File: src/hdl/vad_sentence_segmenter_core_macros.svh
// Assertion helpers shared by the segmenter RTL.
// Every use expects signals named clk and rst_n in the enclosing module.
`ifndef VAD_SENTENCE_SEGMENTER_CORE_MACROS_SVH
`define VAD_SENTENCE_SEGMENTER_CORE_MACROS_SVH

// Same-cycle implication, checked outside reset.
`define VSS_ASSERT_IMP(label, ante, cons) \
  label: assert property (@(posedge clk) disable iff (!rst_n) (ante) |-> (cons)) \
    else $error("segmenter assertion failed");

// Next-cycle implication, checked outside reset.
`define VSS_ASSERT_NXT(label, ante, cons) \
  label: assert property (@(posedge clk) disable iff (!rst_n) (ante) |=> (cons)) \
    else $error("segmenter assertion failed");

`endif

File: src/hdl/vss_pkg.sv
package vss_pkg;

  localparam int SAMPLE_W   = 16;
  localparam int MAG_W      = 16;
  localparam int SPEAKER_W  = 8;
  localparam int ACTION_W   = 2;
  localparam int SUM_W      = 26;
  localparam int FS_W       = 10;
  localparam int MPF_W      = 10;
  localparam int THR_W      = 15;
  localparam int LIM_W      = 16;
  localparam int CNT_W      = 24;
  localparam int ID_W       = 32;
  localparam int DUR_W      = 32;
  localparam int CFG_IDX_W  = 3;
  localparam int CFG_DATA_W = 16;

  // input actions
  localparam logic [ACTION_W-1:0] ACT_SAMPLE = 2'd0;
  localparam logic [ACTION_W-1:0] ACT_PUNCT  = 2'd1;
  localparam logic [ACTION_W-1:0] ACT_RESET  = 2'd2;

  // register indexes
  localparam logic [CFG_IDX_W-1:0] REG_FRM_LEN     = 3'd0;
  localparam logic [CFG_IDX_W-1:0] REG_MS_PER_FRM  = 3'd1;
  localparam logic [CFG_IDX_W-1:0] REG_THRESHOLD   = 3'd2;
  localparam logic [CFG_IDX_W-1:0] REG_SILENCE_LIM = 3'd3;
  localparam logic [CFG_IDX_W-1:0] REG_MIN_SPEECH  = 3'd4;
  localparam logic [CFG_IDX_W-1:0] REG_MAX_SEGMENT = 3'd5;

  // register reset values
  localparam logic [FS_W-1:0]  RST_FRM_LEN     = 10'd160;
  localparam logic [MPF_W-1:0] RST_MS_PER_FRM  = 10'd10;
  localparam logic [THR_W-1:0] RST_THRESHOLD   = 15'd300;
  localparam logic [LIM_W-1:0] RST_SILENCE_LIM = 16'd40;
  localparam logic [LIM_W-1:0] RST_MIN_SPEECH  = 16'd20;
  localparam logic [LIM_W-1:0] RST_MAX_SEGMENT = 16'd1500;

  localparam logic [CNT_W-1:0] CNT_SAT = {CNT_W{1'b1}};

  typedef struct packed {
    logic [FS_W-1:0]  fs_eff;
    logic [SUM_W-1:0] thr_prod;
    logic [LIM_W-1:0] silence_limit;
    logic [LIM_W-1:0] min_speech;
    logic [LIM_W-1:0] max_segment;
  } seg_cfg_t;

  typedef struct packed {
    logic                 frame_end;
    logic                 frame_speech;
    logic                 accumulating;
    logic                 locked;
    logic [ID_W-1:0]      locked_id;
    logic [CNT_W-1:0]     locked_frames;
    logic [SPEAKER_W-1:0] locked_speaker;
  } seg_res_t;

  function automatic logic [CNT_W-1:0] inc_sat(input logic [CNT_W-1:0] v);
    return (v == CNT_SAT) ? v : v + 1'b1;
  endfunction

endpackage

File: src/hdl/vss_in_if.sv
interface vss_in_if;
  logic                               valid;
  logic                               ready;
  logic [vss_pkg::ACTION_W-1:0]       action;
  logic signed [vss_pkg::SAMPLE_W-1:0] sample;
  logic [vss_pkg::SPEAKER_W-1:0]      speaker;

  modport source (output valid, action, sample, speaker, input ready);
  modport sink   (input valid, action, sample, speaker, output ready);
endinterface

File: src/hdl/vss_out_if.sv
interface vss_out_if;
  logic                          valid;
  logic                          ready;
  logic                          frame_end;
  logic                          frame_speech;
  logic                          accumulating;
  logic                          locked;
  logic [vss_pkg::ID_W-1:0]      locked_id;
  logic [vss_pkg::CNT_W-1:0]     locked_frames;
  logic [vss_pkg::DUR_W-1:0]     duration_ms;
  logic [vss_pkg::SPEAKER_W-1:0] locked_speaker;

  modport source (output valid, frame_end, frame_speech, accumulating, locked, locked_id,
                  locked_frames, duration_ms, locked_speaker, input ready);
  modport sink   (input valid, frame_end, frame_speech, accumulating, locked, locked_id,
                  locked_frames, duration_ms, locked_speaker, output ready);
endinterface

File: src/hdl/vss_cfg_if.sv
interface vss_cfg_if;
  logic                           valid;
  logic                           ready;
  logic [vss_pkg::CFG_IDX_W-1:0]  index;
  logic [vss_pkg::CFG_DATA_W-1:0] data;

  modport source (output valid, index, data, input ready);
  modport sink   (input valid, index, data, output ready);
endinterface

File: src/hdl/vss_seg_core.sv
`include "vad_sentence_segmenter_core_macros.svh"

module vss_seg_core (
  input  logic                                clk,
  input  logic                                rst_n,
  input  logic                                item_en,
  input  logic [vss_pkg::ACTION_W-1:0]        action,
  input  logic signed [vss_pkg::SAMPLE_W-1:0] sample,
  input  logic [vss_pkg::SPEAKER_W-1:0]       speaker,
  input  vss_pkg::seg_cfg_t                   cfg,
  output vss_pkg::seg_res_t                   res
);

  logic                            mode_r, mode_nxt;
  logic [vss_pkg::SUM_W-1:0]       psum_r, psum_nxt;
  logic [vss_pkg::FS_W-1:0]        nsamp_r, nsamp_nxt;
  logic [vss_pkg::CNT_W-1:0]       silence_r, silence_nxt;
  logic [vss_pkg::CNT_W-1:0]       speech_r, speech_nxt;
  logic [vss_pkg::CNT_W-1:0]       seglen_r, seglen_nxt;
  logic [vss_pkg::ID_W-1:0]        next_id_r, next_id_nxt;
  logic [vss_pkg::SPEAKER_W-1:0]   spk_r, spk_nxt;

  always_comb begin
    logic [vss_pkg::MAG_W-1:0] mag;
    logic [vss_pkg::SUM_W-1:0] sum_new;
    logic [vss_pkg::FS_W-1:0]  cnt_new;
    logic                      speech;
    logic                      lock;

    mode_nxt    = mode_r;
    psum_nxt    = psum_r;
    nsamp_nxt   = nsamp_r;
    silence_nxt = silence_r;
    speech_nxt  = speech_r;
    seglen_nxt  = seglen_r;
    next_id_nxt = next_id_r;
    spk_nxt     = spk_r;
    res         = '0;
    lock        = 1'b0;

    mag     = sample[vss_pkg::SAMPLE_W-1] ? (~sample + 1'b1) : sample;
    sum_new = psum_r + vss_pkg::SUM_W'(mag);
    cnt_new = nsamp_r + 1'b1;
    speech  = (sum_new >= cfg.thr_prod);

    unique case (action)
      vss_pkg::ACT_SAMPLE: begin
        spk_nxt = speaker;
        if (cnt_new >= cfg.fs_eff) begin
          psum_nxt         = '0;
          nsamp_nxt        = '0;
          res.frame_end    = 1'b1;
          res.frame_speech = speech;
          if (!mode_r) begin
            // onset frame opens a segment, no lock test
            if (speech) begin
              mode_nxt    = 1'b1;
              silence_nxt = '0;
              speech_nxt  = vss_pkg::CNT_W'(1);
              seglen_nxt  = vss_pkg::CNT_W'(1);
            end
          end else begin
            seglen_nxt = vss_pkg::inc_sat(seglen_r);
            if (speech) begin
              speech_nxt  = vss_pkg::inc_sat(speech_r);
              silence_nxt = '0;
            end else begin
              silence_nxt = vss_pkg::inc_sat(silence_r);
            end
            lock = (speech_nxt >= vss_pkg::CNT_W'(cfg.min_speech)) &&
                   ((seglen_nxt >= vss_pkg::CNT_W'(cfg.max_segment)) ||
                    (silence_nxt >= vss_pkg::CNT_W'(cfg.silence_limit)));
          end
        end else begin
          psum_nxt  = sum_new;
          nsamp_nxt = cnt_new;
        end
      end
      vss_pkg::ACT_PUNCT: begin
        lock = mode_r && (speech_r >= vss_pkg::CNT_W'(cfg.min_speech));
      end
      vss_pkg::ACT_RESET: begin
        mode_nxt    = 1'b0;
        silence_nxt = '0;
        speech_nxt  = '0;
        seglen_nxt  = '0;
        psum_nxt    = '0;
        nsamp_nxt   = '0;
      end
      default: begin
      end
    endcase

    if (lock) begin
      res.locked         = 1'b1;
      res.locked_id      = next_id_r;
      res.locked_frames  = seglen_nxt;
      res.locked_speaker = spk_nxt;
      next_id_nxt        = next_id_r + 1'b1;
      mode_nxt           = 1'b0;
      silence_nxt        = '0;
      speech_nxt         = '0;
      seglen_nxt         = '0;
    end

    res.accumulating = mode_nxt;
  end

  always_ff @(posedge clk) begin
    if (!rst_n) begin
      mode_r    <= 1'b0;
      psum_r    <= '0;
      nsamp_r   <= '0;
      silence_r <= '0;
      speech_r  <= '0;
      seglen_r  <= '0;
      next_id_r <= '0;
      spk_r     <= '0;
    end else if (item_en) begin
      mode_r    <= mode_nxt;
      psum_r    <= psum_nxt;
      nsamp_r   <= nsamp_nxt;
      silence_r <= silence_nxt;
      speech_r  <= speech_nxt;
      seglen_r  <= seglen_nxt;
      next_id_r <= next_id_nxt;
      spk_r     <= spk_nxt;
    end
  end

  `VSS_ASSERT_IMP(a_idle_counters_clear, !mode_r,
                  seglen_r == '0 && speech_r == '0 && silence_r == '0)
  `VSS_ASSERT_NXT(a_lock_advances_id, item_en && res.locked,
                  next_id_r == $past(next_id_r) + 1'b1 && !mode_r)
  `VSS_ASSERT_NXT(a_id_holds_without_lock, !(item_en && res.locked),
                  next_id_r == $past(next_id_r))
  `VSS_ASSERT_IMP(a_accum_has_speech, mode_r, speech_r != '0 && seglen_r != '0)

endmodule

File: src/hdl/vad_sentence_segmenter_core.sv
// Energy-based sentence segmenter.
// in_ch carries one item per transfer: an audio sample with its speaker id, a
// punctuation notice, or a segmenter reset. out_ch returns exactly one result
// per input item, in order: frame completion and class, the mode after the
// item, and on a lock the segment id, frame count, duration and speaker.
// cfg_ch writes the six registers (index 0 frame length .. 5 max segment length);
// it is always ready. Writes must be made only while no item is in flight;
// the block does not enforce this. Each item passes through the input register,
// then the segment state update into the result register, then the duration
// multiply into the output register. Throughput is one item per cycle while
// the output is not stalled; the segment state update is a combinational add,
// compare and count step against a registered threshold product.
// A stalled receiver freezes the whole pipeline: in_ch.ready follows
// out_ch.ready whenever the output register is full.
// rst_n (synchronous) returns the registers to their defaults, clears the
// segment state and segment id, and empties the pipeline.
`include "vad_sentence_segmenter_core_macros.svh"

module vad_sentence_segmenter_core (
  input  logic     clk,
  input  logic     rst_n,
  vss_in_if.sink   in_ch,
  vss_out_if.source out_ch,
  vss_cfg_if.sink  cfg_ch
);

  logic [vss_pkg::FS_W-1:0]  frm_len_r;
  logic [vss_pkg::MPF_W-1:0] ms_per_frm_r;
  logic [vss_pkg::THR_W-1:0] threshold_r;
  logic [vss_pkg::LIM_W-1:0] silence_lim_r;
  logic [vss_pkg::LIM_W-1:0] min_speech_r;
  logic [vss_pkg::LIM_W-1:0] max_segment_r;
  logic [vss_pkg::SUM_W-1:0] thr_prod_r;
  logic [vss_pkg::FS_W-1:0]  fs_eff;

  logic                                in_v_r;
  logic [vss_pkg::ACTION_W-1:0]        in_action_r;
  logic signed [vss_pkg::SAMPLE_W-1:0] in_sample_r;
  logic [vss_pkg::SPEAKER_W-1:0]       in_speaker_r;

  logic                res_v_r;
  vss_pkg::seg_res_t   res_r;
  vss_pkg::seg_res_t   seg_res;
  vss_pkg::seg_cfg_t   seg_cfg;

  logic                out_v_r;
  vss_pkg::seg_res_t   out_r;
  logic [vss_pkg::DUR_W-1:0] dur_r;

  logic en;
  logic item_en;
  logic [vss_pkg::CNT_W+vss_pkg::MPF_W-1:0] dur_full;
  logic [vss_pkg::DUR_W-1:0]                dur_sat;

  assign cfg_ch.ready = 1'b1;

  always_ff @(posedge clk) begin
    if (!rst_n) begin
      frm_len_r     <= vss_pkg::RST_FRM_LEN;
      ms_per_frm_r  <= vss_pkg::RST_MS_PER_FRM;
      threshold_r   <= vss_pkg::RST_THRESHOLD;
      silence_lim_r <= vss_pkg::RST_SILENCE_LIM;
      min_speech_r  <= vss_pkg::RST_MIN_SPEECH;
      max_segment_r <= vss_pkg::RST_MAX_SEGMENT;
    end else if (cfg_ch.valid) begin
      unique case (cfg_ch.index)
        vss_pkg::REG_FRM_LEN:     frm_len_r     <= cfg_ch.data[vss_pkg::FS_W-1:0];
        vss_pkg::REG_MS_PER_FRM:  ms_per_frm_r  <= cfg_ch.data[vss_pkg::MPF_W-1:0];
        vss_pkg::REG_THRESHOLD:   threshold_r   <= cfg_ch.data[vss_pkg::THR_W-1:0];
        vss_pkg::REG_SILENCE_LIM: silence_lim_r <= cfg_ch.data[vss_pkg::LIM_W-1:0];
        vss_pkg::REG_MIN_SPEECH:  min_speech_r  <= cfg_ch.data[vss_pkg::LIM_W-1:0];
        vss_pkg::REG_MAX_SEGMENT: max_segment_r <= cfg_ch.data[vss_pkg::LIM_W-1:0];
        default: begin
        end
      endcase
    end
  end

  // zero frame size acts as one
  assign fs_eff = (frm_len_r == '0) ? vss_pkg::FS_W'(1) : frm_len_r;

  // speech test is sum >= (threshold + 1) * frame size; keep the product registered
  always_ff @(posedge clk) begin
    thr_prod_r <= (vss_pkg::SUM_W'(threshold_r) + vss_pkg::SUM_W'(1)) *
                  vss_pkg::SUM_W'(fs_eff);
  end

  assign seg_cfg.fs_eff        = fs_eff;
  assign seg_cfg.thr_prod      = thr_prod_r;
  assign seg_cfg.silence_limit = silence_lim_r;
  assign seg_cfg.min_speech    = min_speech_r;
  assign seg_cfg.max_segment   = max_segment_r;

  // advance every stage together unless the output is held
  assign en          = !out_v_r || out_ch.ready;
  assign in_ch.ready = en;
  assign item_en     = en && in_v_r;

  always_ff @(posedge clk) begin
    if (!rst_n) begin
      in_v_r  <= 1'b0;
      res_v_r <= 1'b0;
      out_v_r <= 1'b0;
    end else if (en) begin
      in_v_r  <= in_ch.valid;
      res_v_r <= in_v_r;
      out_v_r <= res_v_r;
    end
  end

  always_ff @(posedge clk) begin
    if (en && in_ch.valid) begin
      in_action_r  <= in_ch.action;
      in_sample_r  <= in_ch.sample;
      in_speaker_r <= in_ch.speaker;
    end
  end

  vss_seg_core u_seg (
    .clk     (clk),
    .rst_n   (rst_n),
    .item_en (item_en),
    .action  (in_action_r),
    .sample  (in_sample_r),
    .speaker (in_speaker_r),
    .cfg     (seg_cfg),
    .res     (seg_res)
  );

  always_ff @(posedge clk) begin
    if (item_en) begin
      res_r <= seg_res;
    end
  end

  assign dur_full = res_r.locked_frames * ms_per_frm_r;
  assign dur_sat  = (dur_full[vss_pkg::CNT_W+vss_pkg::MPF_W-1:vss_pkg::DUR_W] != '0) ?
                    {vss_pkg::DUR_W{1'b1}} : dur_full[vss_pkg::DUR_W-1:0];

  always_ff @(posedge clk) begin
    if (en && res_v_r) begin
      out_r <= res_r;
      dur_r <= dur_sat;
    end
  end

  assign out_ch.valid          = out_v_r;
  assign out_ch.frame_end      = out_r.frame_end;
  assign out_ch.frame_speech   = out_r.frame_speech;
  assign out_ch.accumulating   = out_r.accumulating;
  assign out_ch.locked         = out_r.locked;
  assign out_ch.locked_id      = out_r.locked_id;
  assign out_ch.locked_frames  = out_r.locked_frames;
  assign out_ch.duration_ms    = dur_r;
  assign out_ch.locked_speaker = out_r.locked_speaker;

  `VSS_ASSERT_NXT(a_stall_freezes_pipe, out_v_r && !out_ch.ready,
                  $stable(in_v_r) && $stable(res_v_r))
  `VSS_ASSERT_IMP(a_speech_needs_frame, out_v_r && out_r.frame_speech, out_r.frame_end)
  `VSS_ASSERT_IMP(a_lock_leaves_idle, out_v_r && out_r.locked, !out_r.accumulating)

endmodule
File: src/flat_wrapper.sv
// flat-port wrapper written by rule: the top's interface ports become plain ports
module vad_sentence_segmenter_core_flat 
  (clk, rst_n, in_ch_valid, in_ch_action, in_ch_sample, in_ch_speaker, in_ch_ready, out_ch_valid, out_ch_frame_end, out_ch_frame_speech, out_ch_accumulating, out_ch_locked, out_ch_locked_id, out_ch_locked_frames, out_ch_duration_ms, out_ch_locked_speaker, out_ch_ready, cfg_ch_valid, cfg_ch_index, cfg_ch_data, cfg_ch_ready);
  vss_in_if in_ch_i ();
  vss_out_if out_ch_i ();
  vss_cfg_if cfg_ch_i ();
  input  logic clk;
  input  logic rst_n;
  input wire logic [$bits(in_ch_i.valid)-1:0] in_ch_valid;
  input wire logic [$bits(in_ch_i.action)-1:0] in_ch_action;
  input wire logic [$bits(in_ch_i.sample)-1:0] in_ch_sample;
  input wire logic [$bits(in_ch_i.speaker)-1:0] in_ch_speaker;
  output wire logic [$bits(in_ch_i.ready)-1:0] in_ch_ready;
  output wire logic [$bits(out_ch_i.valid)-1:0] out_ch_valid;
  output wire logic [$bits(out_ch_i.frame_end)-1:0] out_ch_frame_end;
  output wire logic [$bits(out_ch_i.frame_speech)-1:0] out_ch_frame_speech;
  output wire logic [$bits(out_ch_i.accumulating)-1:0] out_ch_accumulating;
  output wire logic [$bits(out_ch_i.locked)-1:0] out_ch_locked;
  output wire logic [$bits(out_ch_i.locked_id)-1:0] out_ch_locked_id;
  output wire logic [$bits(out_ch_i.locked_frames)-1:0] out_ch_locked_frames;
  output wire logic [$bits(out_ch_i.duration_ms)-1:0] out_ch_duration_ms;
  output wire logic [$bits(out_ch_i.locked_speaker)-1:0] out_ch_locked_speaker;
  input wire logic [$bits(out_ch_i.ready)-1:0] out_ch_ready;
  input wire logic [$bits(cfg_ch_i.valid)-1:0] cfg_ch_valid;
  input wire logic [$bits(cfg_ch_i.index)-1:0] cfg_ch_index;
  input wire logic [$bits(cfg_ch_i.data)-1:0] cfg_ch_data;
  output wire logic [$bits(cfg_ch_i.ready)-1:0] cfg_ch_ready;
  assign in_ch_i.valid = in_ch_valid;
  assign in_ch_i.action = in_ch_action;
  assign in_ch_i.sample = in_ch_sample;
  assign in_ch_i.speaker = in_ch_speaker;
  assign in_ch_ready = in_ch_i.ready;
  assign out_ch_valid = out_ch_i.valid;
  assign out_ch_frame_end = out_ch_i.frame_end;
  assign out_ch_frame_speech = out_ch_i.frame_speech;
  assign out_ch_accumulating = out_ch_i.accumulating;
  assign out_ch_locked = out_ch_i.locked;
  assign out_ch_locked_id = out_ch_i.locked_id;
  assign out_ch_locked_frames = out_ch_i.locked_frames;
  assign out_ch_duration_ms = out_ch_i.duration_ms;
  assign out_ch_locked_speaker = out_ch_i.locked_speaker;
  assign out_ch_i.ready = out_ch_ready;
  assign cfg_ch_i.valid = cfg_ch_valid;
  assign cfg_ch_i.index = cfg_ch_index;
  assign cfg_ch_i.data = cfg_ch_data;
  assign cfg_ch_ready = cfg_ch_i.ready;
  vad_sentence_segmenter_core u_core (.clk(clk), .rst_n(rst_n), .in_ch(in_ch_i), .out_ch(out_ch_i), .cfg_ch(cfg_ch_i));
endmodule
File: config.mk
export PLATFORM = sky130hd
export DESIGN_NAME = vad_sentence_segmenter_core_flat
export DESIGN_NICKNAME = d
export VERILOG_FILES = /design/src/hdl/vss_pkg.sv /design/src/hdl/vss_in_if.sv /design/src/hdl/vss_out_if.sv /design/src/hdl/vss_cfg_if.sv /design/src/hdl/vss_seg_core.sv /design/src/hdl/vad_sentence_segmenter_core.sv /design/src/flat_wrapper.sv
export VERILOG_INCLUDE_DIRS = /design/src /design/src/hdl
export SDC_FILE = /design/constraint.sdc
export NUM_CORES = 2
export LEC_CHECK = 0
export BUFFER_PORTS_ARGS = -buffer_cell sky130_fd_sc_hd__clkbuf_2
export CAP_MARGIN = 10
export CORE_MARGIN = 4
export CORE_UTILIZATION = 30
export DETAILED_ROUTE_END_ITERATION = 10
export PLACE_DENSITY = 0.54
export RECOVER_POWER = 50
export SYNTH_ARGS = -nofsm -noshare
export SYNTH_HDL_FRONTEND = slang
export SYNTH_SLANG_ARGS = --single-unit
export TNS_END_PERCENT = 20
File: constraint.sdc
create_clock -name clk -period 25.8 [get_ports clk]
set_clock_uncertainty 0.15 [all_clocks]
set_input_delay 5.16 -clock clk [delete_from_list [all_inputs] [get_ports clk]]
set_output_delay 5.16 -clock clk [all_outputs]
set_load 0.01 [all_outputs]
* Yosys cells after proc, flatten, opt, wreduce, memory -nomap -nowiden
Cells that the tools add are included.
** Word-level totals
- Flip-flop bits (word level) :: 455
- Logic and storage cells :: 132
** Operators by class
- $add $sub $neg :: 8
- $mul :: 2
- Order comparisons :: 6
- Equality and inequality tests :: 12
- Muxes and demuxes :: 43
- Bitwise logic cells :: 1
- Reduce and logical (&&, ||, !) cells :: 24
** Operators with widths (count)
- 2-to-1 mux 24 bit :: 23
- case mux 24 bit (2 select lines) :: 3
- greater-or-equal comparator 24 x 16 -> 1 bit :: 4
- adder 24 x 1 -> 24 bit (second input constant) :: 3
- equality test 24 bit (second input constant) :: 3
- 2-to-1 mux 65 bit :: 1
- case mux 26 bit (2 select lines) :: 1
- multiplier 24 x 10 -> 34 bit :: 1
- adder 32 x 1 -> 32 bit (second input constant) :: 1
- adder 26 x 16 -> 26 bit :: 1
- greater-or-equal comparator 26 bit :: 1
- multiplier 26 x 10 -> 26 bit :: 1
- 2-to-1 mux 26 bit :: 1
- 2-to-1 mux 10 bit :: 2
- case mux 10 bit (2 select lines) :: 1
- AND reduction 2 bit :: 9
- adder 15 x 1 -> 16 bit (second input constant) :: 1
- adder 16 x 1 -> 16 bit (second input constant) :: 1
- 2-to-1 mux 16 bit :: 1
- inverter 16 bit :: 1
- adder 10 x 1 -> 10 bit (second input constant) :: 1
- greater-or-equal comparator 10 bit :: 1
- zero test 10 bit :: 1
- 2-to-1 mux 8 bit :: 1
- other kinds (18) :: 32

* Longest topological paths before layout
- Depth in word-level cells :: 17
- Depth in mapped cells :: 41
- Gate-level depth less buffers :: 37

* By module
Synthesis repeated with hierarchy kept, for this count alone.
** Unflattened totals
- Cells, all modules :: 3835
- Area total of the unflattened synthesis :: 35086.2 um^2
** Modules (own cells, without submodules)
- vad_sentence_segmenter_core :: times used 1, cells each 2168, area each 22575.4 um^2, sequential area each 8067.7 um^2
- vss_seg_core :: times used 1, cells each 1667, area each 12510.7 um^2, sequential area each 2982.9 um^2

* Worst setup path after synthesis
No wires, ideal clock.
- Kind :: input -> output
- Start point :: input out_ch_ready
- End point :: output in_ch_ready
- Data arrival time :: 5.466 ns
- Data required time :: 20.490 ns
- Slack :: 15.024 ns
- Stages :: 2
- Path buffers :: 0
- Path through :: nor2b_1 inv_1
** On the way
- Cells in the longest elaborated chain, start to end :: 1
** Ends and longest elaborated chain
- from (decl) :: line flat_wrapper.sv:23 : input wire logic [$bits(out_ch_i.ready)-1:0] out_ch_ready;
- logical OR 1 bit :: line vad_sentence_segmenter_core.sv:95 : assign en = !out_v_r || out_ch.ready;
- to (decl) :: line flat_wrapper.sv:13 : output wire logic [$bits(in_ch_i.ready)-1:0] in_ch_ready;
No other way between the ends.

* Worst setup path in the final report
Same ends and word-level chain as after synthesis.

==> results.py <==
metrics = {
    "status": {
        "outcome": "complete, but fails checks",
        "violations": "capacitance limit, slew limit",
    },
    "timing": {
        "fin_crit_ns": 11.03,
        "grt_setup_unrepaired": "false",
        "min_period_over_period": 0.4274,
        "hold_viol": 0,
        "worst_slew_pin_slew_ns": 3.492,
        "setup_viol": 0,
        "slew_headroom": -1.328,
        "max_freq_mhz": 90.69,
        "fin_setup_tns_ns": 0,
        "drv_slew": 310,
    },
    "synthesis": {
        "synth_seq_cells": 455,
        "yosys_warnings": 0,
        "ys.flop_type": "dfxtp_1",
        "synth_edf_count": 194,
        "async_flop_share": 0,
        "synthCells": 3721,
        "ys_seq_area_frac": 0.3225,
        "netlist_area_um2": 34270,
        "synth.avg_cell_area_um2": 9.209,
        "syn_nets": 4312,
        "synth_cell_types": 77,
    },
    "worst_hold_path": {
        "hold_class": "reg -> reg",
        "hold_depth": 0,
    },
    "worst_setup_path": {
        "critPathKind": "in -> out",
        "cpMostUsedCell": "clkbuf_2",
        "worstPathArrival_ns": 5.72,
        "crit_cells": 4,
        "path_max_fanout": 4,
        "worstPathCellList": "clkbuf_2, nor2b_1, inv_1, clkbuf_2",
        "ff2ff_path_depth": 32,
        "crit_path_top_delay_cell": "nor2b_1",
        "start_kind": "input pin",
        "slowest_delay_ns": 0.22,
        "path_delay_family": "buffers and inverters",
        "path_buf_inv": 3,
        "crit_required_ns": 20.49,
        "reg2reg_slack_ns": 15.50,
        "end_kind": "primary output",
    },
    "floorplan": {
        "die-area_um2": 119700,
        "io_pins": 153,
        "die_w_um": 346.0,
        "core.rowCount": 123,
        "die_y_um": 346.0,
        "design.core.area_um2": 113000,
        "start_util": 0.3033,
    },
    "drt": {
        "via_per_inst": 4.880,
        "drc_errors": 0,
        "num_vias": 26000,
        "ant_nets": 0,
        "wl_um": 90120,
        "wl_per_cell_um": 16.92,
        "drt_pass1_iterations": 5,
        "dr.first_iter.drc_count": 1497,
    },
    "clock_network": {
        "clk_pin_slew_worst_paths_ns": 0.06,
        "cts.sinks": 455,
        "cts_resized": 0,
        "cts_setup_buffers": 0,
        "cts.root.buffer_cell": "clkbuf_16",
        "worstSkewPairLatency_ns": 0.62,
        "hold_buffers": 0,
        "cts_tree": "built",
        "cts_made_buffers": 53,
        "ctsHtreeMaxLevel": 2,
        "clockBufferDepth": 3,
    },
    "final_layout": {
        "final_nets": 4374,
        "seqCellArea_um2": 11050,
        "drive_above_1_share": 0.05018,
        "multi_input_area_um2": 21190,
        "fillers": 11780,
        "final_util": 0.3370,
        "area_growth_pct": 11.10,
    },
    "power": {
        "max-vdd-ir-drop_mv": 0.04540,
        "p_total_w": 0.001998,
        "power.static_leakage_nw": 15.93,
        "powerDensity_nw_per_um2": 52.49,
    },
    "placed_design": {
        "gp_congestion": 0.7982,
        "portBuffers": 151,
        "place_hpwl_um": 66080,
    },
    "grt": {
        "grt_pass1_vias": 26250,
        "grt_pass1_wl_um": 146300,
        "overflow": 0,
        "track_usage": 0.1499,
        "grt_max_degree": 83,
        "antenna_found_initial": 3,
    },
    "flow_run": {
        "drv_cap": 6,
    },
}
layer usage:
layer / up-vias / track usage / wire (um)
li1: 12690 / - / -
met1: 12650 / 0.2000 / 40860
met3: 137 / 0.02108 / 4023
met4: 0 / 0.04587 / 2576
met2: 515 / 0.2526 / 42660
met5: - / 0 / 0
synthesized netlist by cell type, drive strengths merged, types with 99 or more instances:
library cell  number  area share
nand2            598       0.066
inv              351       0.038
fa               285        0.17
dfxtp            261        0.15
ha               256       0.093
nor2             208       0.023
and2             200       0.037
a21oi            194       0.028
edfxtp           194        0.17
clkbuf           141       0.015
nand3            110       0.016
xnor2             99       0.025
final cells by class:
type | count | share of cell area
clock inverter | 35 | 0.008611
multi-input combinational | 2733 | 0.5566
sequential | 455 | 0.2903
antenna | 1 | 0.00006573
clock buffer | 63 | 0.03744
tap | 1500 | 0.04930
inverter | 352 | 0.03477
timing repair buffer | 188 | 0.02291
cell usage in the layout (no fill, tap or decap), drive strengths merged, types with 52 or more instances in the layout:
master  instances
inv           355
and2          200
dfxtp         261
nand3         110
nor2          208
o21ai          86
clkbuf        220
nand4          61
edfxtp        194
ha            256
xnor2          99
nand2b         52
fa            285
nor3           66
nand2         598
a21oi         194
state kept, by name, summed over array words and instances (netlist names), 16 cells and up:
register                     cells
u_core.in_sample_r              16
u_core.max_segment_r            16
u_core.min_speech_r             16
u_core.out_ch.duration_ms       32
u_core.out_ch.locked_frames     24
u_core.out_ch.locked_id         32
u_core.res_r                    68
u_core.silence_lim_r            16
u_core.thr_prod_r               26
u_core.u_seg.next_id_r          32
u_core.u_seg.psum_r             26
u_core.u_seg.seglen_r           24
u_core.u_seg.silence_r          24
u_core.u_seg.speech_r           24
worst paths after layout:
check,startpoint,end
max,out_ch_ready,in_ch_ready
min,u_core.res_r[0],u_core.out_ch.locked_speaker[0]
max reg2reg,u_core.in_sample_r[0],u_core.u_seg.silence_r[9]
min reg2reg,u_core.res_r[0],u_core.out_ch.locked_speaker[0]
stage by stage:
stage               std cells  hold slack (ns)  setup slack (ns)  cell area, um^2
finish                   5327           0.2677             14.77            38070
floorplan                3721           0.2503             15.02            34270
global route             5327           0.2698             14.29            38070
detailed placement       5228           0.2545             14.77            36480
global placement         5228           0.2519             14.75            36480
CTS                      5326           0.2691             14.77            38230
report_power, final:
group	leakage, nW	total [W]	switching [W]	internal [W]
Sequential	3.90	0.000814	0.0000230	0.000791
Combinational	11.2	0.000429	0.000256	0.000173
Clock	0.842	0.000755	0.000318	0.000437
logic make-up (layout without fill, tap and decap cells):
| family | Yosys count | after routing | synth area share |
|---|---|---|---|
| flip-flops | 455 | 455 | 0.3225 |
| AND/OR/NAND/NOR | 1426 | 1426 | 0.1980 |
| buffers and inverters | 533 | 638 | 0.06021 |
| AO/OA/AOI/OAI | 576 | 576 | 0.1093 |
| multiplexers | 40 | 40 | 0.01187 |
| adder cells (fa/ha/maj) | 541 | 541 | 0.2600 |
| other | 1 | 2 | 0.0001094 |
| XOR/XNOR | 149 | 149 | 0.03809 |
(Power assumes the default switching activity.)
